--- config.mk ---
export PLATFORM = sky130hd
export DESIGN_NAME = nfc_response_frame_receiver
export DESIGN_NICKNAME = d
export VERILOG_FILES = /design/src/rtl/nfc_rfr_pkg.sv /design/src/rtl/nfc_response_frame_receiver.sv
export SDC_FILE = /design/constraint.sdc
export NUM_CORES = 1
export LEC_CHECK = 0
export ABC_CLOCK_PERIOD_IN_PS = 4700
export BUFFER_PORTS_ARGS = -buffer_cell sky130_fd_sc_hd__buf_2
export CORE_ASPECT_RATIO = 1.75
export CORE_MARGIN = 10
export CORE_UTILIZATION = 55
export DETAILED_ROUTE_END_ITERATION = 12
export PLACE_DENSITY_LB_ADDON = 0.1
export SYNTH_ARGS = -nofsm -noshare
export SYNTH_HDL_FRONTEND = slang
export SYNTH_SLANG_ARGS = --single-unit
--- constraint.sdc ---
create_clock -name clock -period 4.7 [get_ports clock]
set_clock_uncertainty 0.1 [all_clocks]
set_input_delay 0.235 -clock clock [delete_from_list [all_inputs] [get_ports clock]]
set_output_delay 0.235 -clock clock [all_outputs]
set_load 0.01 [all_outputs]
--- src/rtl/nfc_rfr_pkg.sv ---
// Shared constants, codes and a helper function of the response frame receiver.
package nfc_rfr_pkg;

   // Frame phase codes
   localparam logic [3:0] PH_PRE0  = 4'd0;
   localparam logic [3:0] PH_PRE1  = 4'd1;
   localparam logic [3:0] PH_START = 4'd2;
   localparam logic [3:0] PH_LEN   = 4'd3;
   localparam logic [3:0] PH_LCS   = 4'd4;
   localparam logic [3:0] PH_TFI   = 4'd5;
   localparam logic [3:0] PH_CMD   = 4'd6;
   localparam logic [3:0] PH_DATA  = 4'd7;
   localparam logic [3:0] PH_DCS   = 4'd8;
   localparam logic [3:0] PH_POST  = 4'd9;

   // Result kinds
   localparam logic [1:0] KIND_PROGRESS = 2'd0;
   localparam logic [1:0] KIND_PAYLOAD  = 2'd1;
   localparam logic [1:0] KIND_DONE     = 2'd2;
   localparam logic [1:0] KIND_FAIL     = 2'd3;

   // Status codes
   localparam logic [2:0] STAT_OK        = 3'd0;
   localparam logic [2:0] STAT_TIMEOUT   = 3'd1;
   localparam logic [2:0] STAT_INVALID   = 3'd2;
   localparam logic [2:0] STAT_NO_SPACE  = 3'd3;
   localparam logic [2:0] STAT_BAD_ACK   = 3'd4;

   // Input actions
   localparam logic ACT_BYTE    = 1'b0;
   localparam logic ACT_TIMEOUT = 1'b1;

   // Configuration register indexes
   localparam logic [1:0] CSR_EXPECTED_COMMAND = 2'd0;
   localparam logic [1:0] CSR_BUFFER_CAPACITY  = 2'd1;
   localparam logic [1:0] CSR_EXPECT_ACK       = 2'd2;

   // Frame bytes
   localparam logic [7:0] PREAMBLE_BYTE   = 8'h00;
   localparam logic [7:0] START_CODE_BYTE = 8'hFF;
   localparam logic [7:0] POSTAMBLE_BYTE  = 8'h00;
   localparam logic [7:0] DIR_TO_HOST     = 8'hD5;
   localparam logic [7:0] LEN_OVERHEAD    = 8'd2;
   localparam logic [2:0] ACK_LEN         = 3'd6;

   // Reset values of the registers
   localparam logic [7:0] EXPECTED_COMMAND_RESET = 8'd0;
   localparam logic [7:0] BUFFER_CAPACITY_RESET  = 8'd64;

   // Acknowledge pattern 00 00 FF 00 FF 00
   function automatic logic [7:0] ack_pattern_byte(input logic [2:0] idx);
      logic [7:0] value;
      unique case (idx)
         3'd2, 3'd4: value = 8'hFF;
         default:    value = 8'h00;
      endcase
      return value;
   endfunction

endpackage

--- src/rtl/nfc_response_frame_receiver.sv ---
// Response frame receiver: checks one reader-to-host frame byte by byte.
//
// Each request carries a received serial byte or a receive timeout and yields exactly
// one response: progress, a payload byte, frame finished (with payload length) or frame
// failed (timeout, invalid frame, no space, invalid ack). Payload bytes go out as they
// arrive, before the data checksum is known; a later failure tells the user to discard
// them. Throughput is one request per clock cycle while the response channel keeps taking
// responses; the request enters the input register at the accepting edge and its response
// enters the result register once the result slot is free.
// The frame state update is a single small step from the input register, so the only
// limit on the rate is the response channel: while a response waits, one more request
// is still taken into the input register. Writes to the configuration port are always
// taken; writing the acknowledge mode bit restarts frame reception. Write configuration
// only while no request is in flight.
module nfc_response_frame_receiver (
   input  logic       clock,
   input  logic       reset,
   // request channel
   input  logic       req_valid,
   output logic       req_ready,
   input  logic       req_action,
   input  logic [7:0] req_rx_byte,
   // response channel
   output logic       rsp_valid,
   input  logic       rsp_ready,
   output logic [1:0] rsp_kind,
   output logic [7:0] rsp_data_byte,
   output logic [2:0] rsp_status,
   output logic [7:0] rsp_payload_length,
   // configuration write channel
   input  logic       csr_valid,
   output logic       csr_ready,
   input  logic [1:0] csr_index,
   input  logic [7:0] csr_data
);

   // configuration registers
   logic [7:0] expected_command_ff;
   logic [7:0] buffer_capacity_ff;
   logic       expect_ack_ff;

   // input register
   logic       in_valid_ff;
   logic       in_action_ff;
   logic [7:0] in_byte_ff;

   // frame state
   logic [3:0] phase_ff,       phase_in;
   logic [7:0] length_byte_ff, length_byte_in;
   logic [7:0] remaining_ff,   remaining_in;
   logic [7:0] running_sum_ff, running_sum_in;
   logic [2:0] ack_index_ff,   ack_index_in;

   // result register
   logic       out_valid_ff;
   logic [1:0] kind_ff,   kind_in;
   logic [7:0] data_ff,   data_in;
   logic [2:0] status_ff, status_in;
   logic [7:0] plen_ff,   plen_in;

   logic       advance;
   logic       csr_write;
   logic [7:0] cmd;
   logic [7:0] len_sum;
   logic [7:0] payload_len;
   logic [2:0] ack_idx;
   logic       ack_mismatch;
   logic       fail;

   // move the input register into the result register when the result slot frees up
   assign advance   = in_valid_ff && (!out_valid_ff || rsp_ready);
   assign req_ready = !in_valid_ff || advance;
   assign csr_ready = 1'b1;
   assign csr_write = csr_valid && csr_ready;

   assign cmd         = expected_command_ff + 8'd1;
   assign len_sum     = length_byte_ff + in_byte_ff;
   assign payload_len = length_byte_ff - nfc_rfr_pkg::LEN_OVERHEAD;
   assign ack_idx     = (ack_index_ff >= nfc_rfr_pkg::ACK_LEN) ? 3'd0 : ack_index_ff;
   assign ack_mismatch = in_byte_ff != nfc_rfr_pkg::ack_pattern_byte(ack_idx);

   // next frame state and the response for the request in the input register
   always_comb begin
      phase_in       = phase_ff;
      length_byte_in = length_byte_ff;
      remaining_in   = remaining_ff;
      running_sum_in = running_sum_ff;
      ack_index_in   = ack_index_ff;
      kind_in        = nfc_rfr_pkg::KIND_PROGRESS;
      data_in        = 8'd0;
      status_in      = nfc_rfr_pkg::STAT_OK;
      plen_in        = 8'd0;
      fail           = 1'b0;

      if (in_action_ff == nfc_rfr_pkg::ACT_TIMEOUT) begin
         fail      = 1'b1;
         status_in = nfc_rfr_pkg::STAT_TIMEOUT;
      end else if (expect_ack_ff) begin
         // keep a sticky mismatch flag in the running sum, judge after the last byte
         if (ack_idx == nfc_rfr_pkg::ACK_LEN - 3'd1) begin
            if (ack_mismatch || running_sum_ff != 8'd0) begin
               fail      = 1'b1;
               status_in = nfc_rfr_pkg::STAT_BAD_ACK;
            end else begin
               phase_in       = nfc_rfr_pkg::PH_PRE0;
               length_byte_in = 8'd0;
               remaining_in   = 8'd0;
               running_sum_in = 8'd0;
               ack_index_in   = 3'd0;
               kind_in        = nfc_rfr_pkg::KIND_DONE;
            end
         end else begin
            ack_index_in = ack_idx + 3'd1;
            if (ack_mismatch) begin
               running_sum_in = 8'd1;
            end
         end
      end else begin
         unique case (phase_ff)
            nfc_rfr_pkg::PH_PRE1: begin
               if (in_byte_ff != nfc_rfr_pkg::PREAMBLE_BYTE) begin
                  fail      = 1'b1;
                  status_in = nfc_rfr_pkg::STAT_INVALID;
               end else begin
                  phase_in = nfc_rfr_pkg::PH_START;
               end
            end
            nfc_rfr_pkg::PH_START: begin
               if (in_byte_ff != nfc_rfr_pkg::START_CODE_BYTE) begin
                  fail      = 1'b1;
                  status_in = nfc_rfr_pkg::STAT_INVALID;
               end else begin
                  phase_in = nfc_rfr_pkg::PH_LEN;
               end
            end
            nfc_rfr_pkg::PH_LEN: begin
               length_byte_in = in_byte_ff;
               phase_in       = nfc_rfr_pkg::PH_LCS;
            end
            nfc_rfr_pkg::PH_LCS: begin
               if (len_sum != 8'd0 || length_byte_ff < nfc_rfr_pkg::LEN_OVERHEAD) begin
                  fail      = 1'b1;
                  status_in = nfc_rfr_pkg::STAT_INVALID;
               end else if (payload_len > buffer_capacity_ff) begin
                  fail      = 1'b1;
                  status_in = nfc_rfr_pkg::STAT_NO_SPACE;
               end else begin
                  remaining_in = payload_len;
                  phase_in     = nfc_rfr_pkg::PH_TFI;
               end
            end
            nfc_rfr_pkg::PH_TFI: begin
               if (in_byte_ff != nfc_rfr_pkg::DIR_TO_HOST) begin
                  fail      = 1'b1;
                  status_in = nfc_rfr_pkg::STAT_INVALID;
               end else begin
                  phase_in = nfc_rfr_pkg::PH_CMD;
               end
            end
            nfc_rfr_pkg::PH_CMD: begin
               if (in_byte_ff != cmd) begin
                  fail      = 1'b1;
                  status_in = nfc_rfr_pkg::STAT_INVALID;
               end else begin
                  running_sum_in = nfc_rfr_pkg::DIR_TO_HOST + cmd;
                  phase_in = (remaining_ff != 8'd0) ? nfc_rfr_pkg::PH_DATA
                                                    : nfc_rfr_pkg::PH_DCS;
               end
            end
            nfc_rfr_pkg::PH_DATA: begin
               // release the byte now, the checksum verdict comes at the postamble
               running_sum_in = running_sum_ff + in_byte_ff;
               remaining_in   = remaining_ff - 8'd1;
               if (remaining_ff == 8'd1) begin
                  phase_in = nfc_rfr_pkg::PH_DCS;
               end
               kind_in = nfc_rfr_pkg::KIND_PAYLOAD;
               data_in = in_byte_ff;
            end
            nfc_rfr_pkg::PH_DCS: begin
               running_sum_in = running_sum_ff + in_byte_ff;
               phase_in       = nfc_rfr_pkg::PH_POST;
            end
            nfc_rfr_pkg::PH_POST: begin
               if (running_sum_ff != 8'd0 || in_byte_ff != nfc_rfr_pkg::POSTAMBLE_BYTE) begin
                  fail      = 1'b1;
                  status_in = nfc_rfr_pkg::STAT_INVALID;
               end else begin
                  phase_in       = nfc_rfr_pkg::PH_PRE0;
                  length_byte_in = 8'd0;
                  remaining_in   = 8'd0;
                  running_sum_in = 8'd0;
                  ack_index_in   = 3'd0;
                  kind_in        = nfc_rfr_pkg::KIND_DONE;
                  plen_in        = payload_len;
               end
            end
            default: begin
               // first preamble byte, also any unused phase code
               if (in_byte_ff != nfc_rfr_pkg::PREAMBLE_BYTE) begin
                  fail      = 1'b1;
                  status_in = nfc_rfr_pkg::STAT_INVALID;
               end else begin
                  phase_in = nfc_rfr_pkg::PH_PRE1;
               end
            end
         endcase
      end

      // any failure drops the frame and waits for a new preamble
      if (fail) begin
         phase_in       = nfc_rfr_pkg::PH_PRE0;
         length_byte_in = 8'd0;
         remaining_in   = 8'd0;
         running_sum_in = 8'd0;
         ack_index_in   = 3'd0;
         kind_in        = nfc_rfr_pkg::KIND_FAIL;
         data_in        = 8'd0;
         plen_in        = 8'd0;
      end
   end

   // configuration registers and frame state
   always_ff @(posedge clock) begin
      if (reset) begin
         expected_command_ff <= nfc_rfr_pkg::EXPECTED_COMMAND_RESET;
         buffer_capacity_ff  <= nfc_rfr_pkg::BUFFER_CAPACITY_RESET;
         expect_ack_ff       <= 1'b0;
         phase_ff            <= nfc_rfr_pkg::PH_PRE0;
         length_byte_ff      <= 8'd0;
         remaining_ff        <= 8'd0;
         running_sum_ff      <= 8'd0;
         ack_index_ff        <= 3'd0;
      end else if (csr_write && csr_index == nfc_rfr_pkg::CSR_EXPECT_ACK) begin
         // mode change restarts reception
         expect_ack_ff  <= csr_data[0];
         phase_ff       <= nfc_rfr_pkg::PH_PRE0;
         length_byte_ff <= 8'd0;
         remaining_ff   <= 8'd0;
         running_sum_ff <= 8'd0;
         ack_index_ff   <= 3'd0;
      end else begin
         if (csr_write && csr_index == nfc_rfr_pkg::CSR_EXPECTED_COMMAND) begin
            expected_command_ff <= csr_data;
         end
         if (csr_write && csr_index == nfc_rfr_pkg::CSR_BUFFER_CAPACITY) begin
            buffer_capacity_ff <= csr_data;
         end
         if (advance) begin
            phase_ff       <= phase_in;
            length_byte_ff <= length_byte_in;
            remaining_ff   <= remaining_in;
            running_sum_ff <= running_sum_in;
            ack_index_ff   <= ack_index_in;
         end
      end
   end

   // input register: hold the request until the result slot takes it
   always_ff @(posedge clock) begin
      if (reset) begin
         in_valid_ff <= 1'b0;
      end else if (req_ready) begin
         in_valid_ff <= req_valid;
      end
   end

   always_ff @(posedge clock) begin
      if (req_valid && req_ready) begin
         in_action_ff <= req_action;
         in_byte_ff   <= req_rx_byte;
      end
   end

   // result register
   always_ff @(posedge clock) begin
      if (reset) begin
         out_valid_ff <= 1'b0;
      end else if (advance) begin
         out_valid_ff <= 1'b1;
      end else if (rsp_ready) begin
         out_valid_ff <= 1'b0;
      end
   end

   always_ff @(posedge clock) begin
      if (advance) begin
         kind_ff   <= kind_in;
         data_ff   <= data_in;
         status_ff <= status_in;
         plen_ff   <= plen_in;
      end
   end

   assign rsp_valid          = out_valid_ff;
   assign rsp_kind           = kind_ff;
   assign rsp_data_byte      = data_ff;
   assign rsp_status         = status_ff;
   assign rsp_payload_length = plen_ff;

endmodule

==> results.py, run 1 <==
metrics = {
    "setup_path": {
        "r2r_setup_slack_ns": 0.87,
        "regToRegStartpoint": "length_byte_ff[1]$_SDFFE_PP0P_",
        "startpoint_type": "flop",
        "worstPathArrival_ns": 3.98,
        "path_common_cell": "nor3_1",
        "cp_max_fo": 27,
        "cpMaxStageDelayCell": "a221oi_4",
        "slowest_delay_ns": 0.40,
        "crit_chain": "nor3_1, nor3b_1, xnor2_1, inv_1, ha_1, nand4_1, nor3_1, a311o_1, o211ai_1, a221oi_4, and2_4, a21oi_1, a311oi_2",
        "crit_required_ns": 4.85,
        "critical_path_class": "flop to flop",
        "end_kind": "flop",
        "critPathLaunch": "length_byte_ff[1]$_SDFFE_PP0P_",
    },
    "sta": {
        "tns_ns": 0,
        "slew_viol_final": 0,
        "fmax_ghz": 0.261,
        "relSlewSlack_pct": 44.0,
        "period_minus_slack_ns": 3.83,
        "rsz0062_at_grt": "false",
        "finalHoldViolations": 0,
        "setup_ws_ns": 0.873,
        "worstMarginPinSlew_ns": 0.840,
        "final-setup-viol-count": 0,
        "period_share_pct": 81.4,
    },
    "logic_synthesis": {
        "synth_area_leaders": "dfxtp_1, edfxtp_1, ha_1",
        "async_flop_share_pct": 0,
        "synthCells": 568,
        "synth_ff_type": "dfxtp_1",
        "ys_ff_latch": 80,
        "seq_area_frac_synth_pct": 37.1,
        "yosys_warnings": 0,
        "syn_nets": 622,
        "yosysTopAreaCell": "dfxtp_1",
        "ys_types": 73,
        "yosysTopAreaCellShare_pct": 19.5,
        "syn_avg_cell_area_um2": 9.03,
        "synth_edf_count": 30,
        "syn_area_um2": 5130,
    },
    "cells_and_area": {
        "fin_cells": 738,
        "nNetsFinal": 667,
        "area_delta_synth_final_pct": 12.5,
        "drive_above_1_share_pct": 13.1,
        "num_antenna_cells": 0,
    },
    "detailed_routing": {
        "drc": 0,
        "via_per_inst": 6.06,
        "drt-total-wl_um": 13300,
        "drt_iter0_markers": 369,
        "wl_per_cell_um": 18.1,
        "first_pass_iters": 5,
        "routed-via-count": 4470,
        "postRouteAntennaNets": 0,
    },
    "clock_network": {
        "clock_sinks": 80,
        "htreeDepth": 3,
        "clockBufferDepth": 2,
        "clk_latency_ns": 0.35,
        "cts_hold_buf": 9,
        "postCtsSetupBuffers": 0,
        "cts_tree": "yes",
        "ctsResizeCount": 0,
        "clk_pin_slew_ns": 0.06,
        "cts-root-buf": "clkbuf_16",
        "cts_buffers": 9,
    },
    "grt": {
        "antenna_found_initial": 0,
        "grt_pass1_wl_um": 21900,
        "overflow": 0,
        "grt_pass1_vias": 4451,
        "grt_usage_pct": 19.9,
        "grt_max_degree": 28,
    },
    "place": {
        "portBuffers": 46,
        "routabilityCongestion": 1.01,
        "dp_cells": 713,
        "dp_hpwl_um": 10000,
        "preCtsSetupSlack_ns": 0.981,
    },
    "die": {
        "start_util_pct": 56.4,
        "core-area_um2": 9090,
        "pin_count": 48,
        "fp.dieW_um": 93.0,
        "std_cell_rows": 46,
        "die_area_um2": 13700,
        "die_height_um": 148,
    },
    "power_and_ir_drop": {
        "peakVddDrop_v": 0.000198,
        "pwr-share-comb_pct": 10.1,
        "clock_power_share_pct": 42.9,
        "p_sw_mw": 0.409,
        "p_seq_share_pct": 47.0,
        "p_per_area_nw_per_um2": 282,
        "swShare_pct": 25.1,
        "p_leak_nw": 2.28,
        "internal_power_mw": 1.22,
    },
    "min_path": {
        "holdCritStartpoint": "req_valid",
        "hold_path.class": "input pin to flop",
    },
    "outcome": {
        "status": "completed",
    },
    "flow_run": {
        "cap_violations": 0,
    },
}
layout make-up:
type	count	area [µm²]
Fill cell	838	3320
Multi-Input combinational cell	433	2960
Sequential cell	80	1900
Timing Repair Buffer	59	350
Clock buffer	10	229
Tap cell	120	150
Inverter	30	113
Clock inverter	6	67.6
cell usage after synthesis, drive strengths merged (8+ instances only):
cell type	n
nand2	48
o21ai	17
mux2i	22
inv	30
clkbuf	13
buf	12
xor2	15
dfxtp	50
a21oi	42
nand3	18
and3	13
nor3	14
nor2	60
xnor2	26
ha	28
a22oi	8
edfxtp	30
o22ai	8
nand4	12
cells by family (layout without fill, tap and decap cells):
kind of cell | count (synthesis) | count (layout) | synth area share (%)
compound gates | 132 | 132 | 17.6
xor+xnor | 42 | 42 | 7.44
fa+ha+maj | 30 | 30 | 7.61
buf+inv | 55 | 105 | 5.22
flops | 80 | 80 | 37.1
mux | 22 | 22 | 4.29
other cells | 1 | 1 | 0.0731
simple gates | 206 | 206 | 20.6
layout by cell type, fill, tap and decap left out, drive strengths merged, types with 14 or more instances in the layout:
cell	count
a21oi	42
buf	50
dfxtp	50
edfxtp	30
ha	28
inv	31
mux2i	22
nand2	48
nand3	18
nor2	60
nor3	14
o21ai	17
xnor2	26
xor2	15
power by group through the flow:
stage          Clock (mW)  Combinational, mW  Sequential [mW]
2_1_floorplan           0              0.116            0.771
3_3_place_gp            0              0.155            0.781
3_5_place_dp            0              0.158            0.782
4_1_cts             0.706              0.165            0.766
5_1_grt             0.742              0.184            0.768
6_report            0.699              0.165            0.766
path summary, 6_finish.rpt:
check,cells past startpoint,end
worst max register to register,13,ack_index_ff[2]$_SDFFE_PP0P_
worst min register to register,2,remaining_ff[3]$_SDFFE_PP0P_
worst max-delay path,13,ack_index_ff[2]$_SDFFE_PP0P_
worst min-delay path,3,in_valid_ff$_SDFFE_PP0N_
state kept, by name, indices dropped and copies added (netlist names), 4 cells and up:
| signal | flops |
|---|---|
| buffer_capacity_ff | 8 |
| expected_command_ff | 8 |
| in_byte_ff | 8 |
| length_byte_ff | 8 |
| remaining_ff | 8 |
| rsp_data_byte | 8 |
| rsp_payload_length | 8 |
| running_sum_ff | 8 |
| phase_ff | 4 |
layer usage:
layer / track usage (%) / vias up / share of wire [%]
met3: 4.51 / 27 / 4.4
met1: 20.5 / 2187 / 37
met4: 8.99 / 0 / 3.4
li1: - / 2142 / -
met5: 0 / - / 0
met2: 36.5 / 114 / 55
metrics by stage:
step | hold slack [ns] | area [µm²] | power (mW) | utilization, %
global route | 0.0335 | 5770 | 1.69 | 63.5
CTS | 0.0141 | 5770 | 1.64 | 63.5
floorplan | 0.234 | 5130 | 0.886 | -
finish | 0.0109 | 5770 | 1.63 | 63.5
detailed placement | 0.313 | 5380 | 0.939 | 59.2
global placement | 0.312 | 5380 | 0.936 | 59.2
worst max-delay path: cells and delay by family (launching register included):
| family | cells | cell delay, ns |
|---|---|---|
| buffers and inverters | 1 | 0.09 |
| XOR/XNOR | 1 | 0.31 |
| adder cells (fa/ha/maj) | 1 | 0.31 |
| flip-flops | 1 | 0.37 |
| AND/OR/NAND/NOR | 5 | 1.35 |
| AO/OA/AOI/OAI | 5 | 1.19 |
No activity file was read; power rests on OpenSTA's default activity.
==> run 2, diff against run 1 <==
--- a/config.mk
+++ b/config.mk
@@ -5,11 +5,11 @@
 export SDC_FILE = /design/constraint.sdc
 export NUM_CORES = 1
 export LEC_CHECK = 0
-export ABC_CLOCK_PERIOD_IN_PS = 4700
+export ABC_CLOCK_PERIOD_IN_PS = 3300
 export BUFFER_PORTS_ARGS = -buffer_cell sky130_fd_sc_hd__buf_2
 export CORE_ASPECT_RATIO = 1.75
 export CORE_MARGIN = 10
-export CORE_UTILIZATION = 55
+export CORE_UTILIZATION = 54
 export DETAILED_ROUTE_END_ITERATION = 12
 export PLACE_DENSITY_LB_ADDON = 0.1
 export SYNTH_ARGS = -nofsm -noshare
==> constraint.sdc (replaced) <==
create_clock -name clock -period 3.3 [get_ports clock]
set_clock_uncertainty 0.1 [all_clocks]
set_input_delay 0.165 -clock clock [delete_from_list [all_inputs] [get_ports clock]]
set_output_delay 0.165 -clock clock [all_outputs]
set_load 0.01 [all_outputs]
==> run 2 against run 1 <==
Non-clock buffer count rose by 57; the run now ends with setup timing left; cell area up 10%; routed wire length is 11% higher; worst hold slack better by 0.012 ns; highest routed layer unchanged; total power grew 45%; largest cell class unchanged; die area rose by 1.5%; via count is 6.9% higher.
==> results.py, run 2 (synthesis gave the netlist of run 1 again) <==
metrics = {
    "clock_network": {
        "clk_pin_slew_ns": 0.06,
        "cts_buffers": 9,
        "clk_latency_ns": 0.35,
        "clock_sinks": 80,
        "htreeDepth": 3,
        "cts_tree": "yes",
        "cts-root-buf": "clkbuf_16",
        "clockBufferDepth": 2,
    },
    "detailed_routing": {
        "wl_per_cell_um": 18.5,
        "via_per_inst": 5.99,
        "drc": 0,
        "drt_iter0_markers": 304,
        "first_pass_iters": 5,
        "drt-total-wl_um": 14800,
        "postRouteAntennaNets": 0,
        "routed-via-count": 4778,
    },
    "cells_and_area": {
        "nNetsFinal": 725,
        "drive_above_1_share_pct": 22.3,
        "final_cell_mix": "nor2_1, buf_4, dfxtp_1",
        "num_antenna_cells": 0,
        "fin_util_pct": 68.0,
        "area_delta_synth_final_pct": 24.0,
        "final_common_cell": "nor2_1",
        "fin_cells": 798,
        "fillCellCount": 748,
    },
    "sta": {
        "period_minus_slack_ns": 3.47,
        "finalHoldViolations": 0,
        "fmax_ghz": 0.288,
        "slew_viol_final": 0,
        "rsz0062_at_grt": "true",
        "relSlewSlack_pct": 45.9,
        "period_share_pct": 105,
        "final-setup-viol-count": 38,
        "tns_ns": -4.05,
        "setup_ws_ns": -0.168,
        "worstMarginPinSlew_ns": 0.806,
    },
    "outcome": {
        "violations": "setup timing",
        "status": "finished, violations left",
    },
    "setup_path": {
        "cp_max_fo": 8,
        "critPathLaunch": "length_byte_ff[1]$_SDFFE_PP0P_",
        "regToRegStartpoint": "length_byte_ff[1]$_SDFFE_PP0P_",
        "worstPathArrival_ns": 3.64,
        "r2r_setup_slack_ns": -0.17,
        "end_kind": "flop",
        "startpoint_type": "flop",
        "critical_path_class": "flop to flop",
        "crit_required_ns": 3.47,
    },
    "die": {
        "die_height_um": 149,
        "core-area_um2": 9350,
        "fp.dieW_um": 93.7,
        "pin_count": 48,
        "die_area_um2": 13900,
        "start_util_pct": 54.9,
        "std_cell_rows": 47,
    },
    "grt": {
        "grt_pass1_vias": 4736,
        "grt_max_degree": 27,
        "grt_pass1_wl_um": 23400,
        "grt_usage_pct": 21.2,
        "overflow": 0,
        "antenna_found_initial": 0,
    },
    "power_and_ir_drop": {
        "peakVddDrop_v": 0.000278,
        "p_leak_nw": 2.59,
        "p_seq_share_pct": 45.6,
        "p_total_mw": 2.36,
        "swShare_pct": 24.7,
        "p_per_area_nw_per_um2": 372,
        "p_sw_mw": 0.583,
        "internal_power_mw": 1.78,
        "pwr-share-comb_pct": 12.0,
        "clock_power_share_pct": 42.4,
    },
    "place": {
        "dp_hpwl_um": 10900,
        "dp_cells": 751,
        "routabilityCongestion": 0.934,
        "portBuffers": 46,
    },
    "min_path": {
        "hold_path.class": "input pin to flop",
        "holdCritStartpoint": "rsp_ready",
    },
    "flow_run": {
        "cap_violations": 0,
    },
}
-- run 2: cell types whose count changed in the layout (fill, tap and decap cells not counted), sizes merged --
cell,delta
and2,+1
dlygate4sd3,+9
clkbuf,+1
clkinvlp,-1
buf,+48
-- run 2: per-layer routing --
| metal | routed length (µm) | vias to the layer above | share of wire [%] | global-route usage, % |
|---|---|---|---|---|
| met3 | 916 | 67 | 6.2 | 4.74 |
| met1 | 5290 | 2251 | 36 | 21.6 |
| met5 | 0 | - | 0 | 0 |
| li1 | - | 2261 | - | - |
| met4 | 774 | 0 | 5.2 | 13.1 |
| met2 | 7780 | 199 | 53 | 37.9 |
-- run 2: final timing paths --
| check | end | cells after the start |
|---|---|---|
| worst max-delay path | length_byte_ff[3]$_SDFFE_PP0P_ | 15 |
| worst min-delay path | rsp_valid$_SDFFE_PP0P_ | 4 |
| worst max register to register | length_byte_ff[3]$_SDFFE_PP0P_ | 15 |
| worst min register to register | running_sum_ff[5]$_SDFFE_PP0P_ | 1 |
-- run 2: what timing repair did --
action	CTS	global route
hold buffers	18	0
gates resized for setup	11	19
pin swaps	10	23
endpoints found under the setup margin	36	40
gates cloned	1	0
hold endpoints to repair	26	0
setup buffers	10	4
-- run 2: per-stage QoR --
step,setup WS [ns],instance area [µm²],hold slack (ns)
final,-0.168,6360,0.0234
after global routing,-0.399,6360,0.0868
after CTS,0.0175,6280,0.0192
after detailed placement,-0.154,5670,0.243
after global placement,0.00862,5670,0.242
after floorplan,0.0321,5130,0.164
-- run 2: layout make-up --
cell class	count	area [µm²]	area share [%]
multi-input cells	434	3080	48.4
flip-flops and latches	80	1910	30.0
repair buffers	116	808	12.7
clock buffers	11	243	3.82
well taps	122	153	2.40
inverters	30	113	1.77
clock inverters	5	55.1	0.866
-- run 2: power by group through the flow --
stage,combinational (mW),sequential (mW),clock [mW]
finish,0.284,1.08,1.00
CTS,0.280,1.08,1.01
detailed placement,0.258,1.10,0
floorplan,0.165,1.10,0
global placement,0.252,1.10,0
global route,0.313,1.08,1.06
-- run 2: worst max-delay path, stage by stage (launching register included) --
cell and delay [ns]:
dfxtp_4 0.36, inv_1 0.09, ha_2 0.19, nand2_2 0.08, nor3_2 0.15, xor2_1 0.24, ha_1 0.31, nand4_1 0.16
nor3_2 0.07, a311o_1 0.34, o211ai_1 0.17, buf_4 0.16, a221oi_4 0.07, and2_4 0.26, a21oi_4 0.38, mux2i_1 0.25
==> run 3, diff against run 2 <==
--- a/config.mk
+++ b/config.mk
@@ -9,7 +9,8 @@
 export BUFFER_PORTS_ARGS = -buffer_cell sky130_fd_sc_hd__buf_2
 export CORE_ASPECT_RATIO = 1.75
 export CORE_MARGIN = 10
-export CORE_UTILIZATION = 54
+export CORE_UTILIZATION = 55
+export CTS_BUF_LIST = sky130_fd_sc_hd__clkbuf_8
 export DETAILED_ROUTE_END_ITERATION = 12
 export PLACE_DENSITY_LB_ADDON = 0.1
 export SYNTH_ARGS = -nofsm -noshare
==> run 3 against run 2 <==
Cell count is 1.1% lower; sequential cell count stayed put; core utilization is 0.42 points higher; the flow still finishes with violations (setup timing); routed wire length is 1.1% lower; critical path depth is 2 lower.
==> results.py, run 3 (synthesis gave the netlist of run 1 again) <==
metrics = {
    "detailed_routing": {
        "first_pass_iters": 5,
        "postRouteAntennaNets": 0,
        "drt_iter0_markers": 434,
        "wl_per_cell_um": 18.5,
        "drt-total-wl_um": 14600,
        "routed-via-count": 4733,
        "drc": 0,
        "via_per_inst": 6.00,
    },
    "sta": {
        "final-setup-viol-count": 14,
        "period_share_pct": 102,
        "rsz0062_at_grt": "true",
        "fmax_ghz": 0.297,
        "worstMarginPinSlew_ns": 0.809,
        "setup_ws_ns": -0.0720,
        "finalHoldViolations": 0,
        "period_minus_slack_ns": 3.37,
        "slew_viol_final": 0,
        "relSlewSlack_pct": 45.7,
    },
    "min_path": {
        "hold_depth": 2,
        "hold_path.class": "input pin to flop",
    },
    "place": {
        "dp_hpwl_um": 10800,
        "portBuffers": 46,
        "dp_cells": 746,
        "placed_cell_area_um2": 5630,
        "preCtsSetupSlack_ns": -0.114,
        "routabilityCongestion": 0.919,
    },
    "cells_and_area": {
        "fillCellCount": 763,
        "regArea_um2": 1910,
        "area_delta_synth_final_pct": 21.3,
        "fin_cells": 789,
        "final_cell_mix": "nor2_1, dfxtp_1, buf_2",
        "final_common_cell": "nor2_1",
        "fin_util_pct": 68.4,
        "nNetsFinal": 718,
        "num_antenna_cells": 0,
        "multiInputGateArea_um2": 3080,
        "design_area_um2": 6220,
        "drive_above_1_share_pct": 21.7,
    },
    "die": {
        "pin_count": 48,
        "die_height_um": 148,
        "die_area_um2": 13700,
        "start_util_pct": 56.4,
        "std_cell_rows": 46,
        "fp.dieW_um": 93.0,
        "core-area_um2": 9090,
    },
    "grt": {
        "antenna_found_initial": 0,
        "overflow": 0,
        "grt_pass1_wl_um": 22800,
        "grt_pass1_vias": 4684,
        "grt_max_degree": 27,
        "met1_usage_pct": 21.1,
        "met3_usage_pct": 4.77,
        "top_usage_layer": "met2",
        "groute.layer.met2.usage_pct": 37.1,
        "grt_usage_pct": 20.8,
    },
    "setup_path": {
        "critical_path_class": "flop to flop",
        "crit_chain": "nor3_4, nor3b_4, xnor2_2, inv_2, ha_4, nand4_1, buf_4, a311o_1, o211ai_1, a221oi_4, and2_2, buf_4, and3_1",
        "end_kind": "flop",
        "slowest_delay_ns": 0.38,
        "startpoint_type": "flop",
        "cpMaxStageDelayCell": "dfxtp_4",
        "r2r_setup_slack_ns": -0.07,
        "worstPathArrival_ns": 3.41,
        "reg2reg_depth": 13,
        "cp_max_fo": 6,
        "path_common_cell": "buf_4",
        "crit_required_ns": 3.33,
    },
    "clock_network": {
        "cts_tree": "yes",
        "cts_buffers": 9,
        "clock_sinks": 80,
        "clk_pin_slew_ns": 0.09,
        "cts-root-buf": "clkbuf_8",
        "clk_latency_ns": 0.38,
        "clockBufferDepth": 2,
        "htreeDepth": 3,
    },
    "power_and_ir_drop": {
        "p_leak_nw": 2.51,
        "p_per_area_nw_per_um2": 335,
        "peakVddDrop_v": 0.000244,
    },
    "outcome": {
        "status": "finished, violations left",
        "violations": "setup timing",
    },
    "flow_run": {
        "cap_violations": 0,
    },
}
run 3: cell count changes in the layout (fill, tap and decap cells not counted), sizes merged:
cell / delta
clkinv: -1
clkbuf: -2
dlygate4sd3: +1
buf: -8
inv: +2
clkinvlp: +1
run 3: per-stage QoR:
stage	power, mW	TNS, ns	hold slack, ns
finish	2.09	-0.628	0.0909
global route	2.17	-4.86	0.112
CTS	2.09	-0.00674	0.0949
detailed placement	1.35	-2.14	0.244
global placement	1.34	0	0.242
floorplan	1.26	0	0.164
run 3: critical path, delay by kind of cell (launching register included):
family	cells	cell delay, ns
adders and majority gates	1	0.26
DFF	1	0.38
AOI/OAI and AO/OA	3	0.75
and+or+nand+nor	5	1.07
xor gates and xnor gates	1	0.17
buffers and inverters	3	0.41
run 3: report_power, final:
group | switching, mW | total [mW] | internal [mW]
Clock | 0.377 | 0.727 | 0.350
Sequential | 0.0256 | 1.07 | 1.05
Combinational | 0.159 | 0.285 | 0.126
run 3: area by class of cell:
class | count | area share [%]
timing repair buffer | 109 | 12.4
inverter | 30 | 1.81
clock inverter | 7 | 1.15
clock buffer | 9 | 1.99
sequential | 80 | 30.7
multi-input combinational | 434 | 49.5
tap | 120 | 2.41
run 3: timing repair:
| item | 4_1_cts | 5_1_grt |
|---|---|---|
| hold buffers | 19 | 0 |
| gates resized for setup | 3 | 30 |
| buffers inserted | 3 | 4 |
| gates cloned | 1 | 0 |
| hold endpoints to repair | 28 | 0 |
| pin swaps | 5 | 19 |
| endpoints found under the setup margin | 36 | 41 |
run 3: metal layers:
layer  share of wire, %  wire length [µm]
met1                 36              5260
met2                 53              7770
met3                6.2               899
met4                4.6               673
met5                  0                 0
run 3: worst paths after layout:
check	from	endpoint
setup / recovery	length_byte_ff[2]$_SDFFE_PP0P_	rsp_payload_length[7]$_SDFFCE_PP0P_
setup reg to reg	length_byte_ff[2]$_SDFFE_PP0P_	rsp_payload_length[7]$_SDFFCE_PP0P_
hold / removal	reset	expect_ack_ff$_SDFFE_PP0P_
hold reg to reg	running_sum_ff[4]$_SDFFE_PP0P_	running_sum_ff[4]$_SDFFE_PP0P_
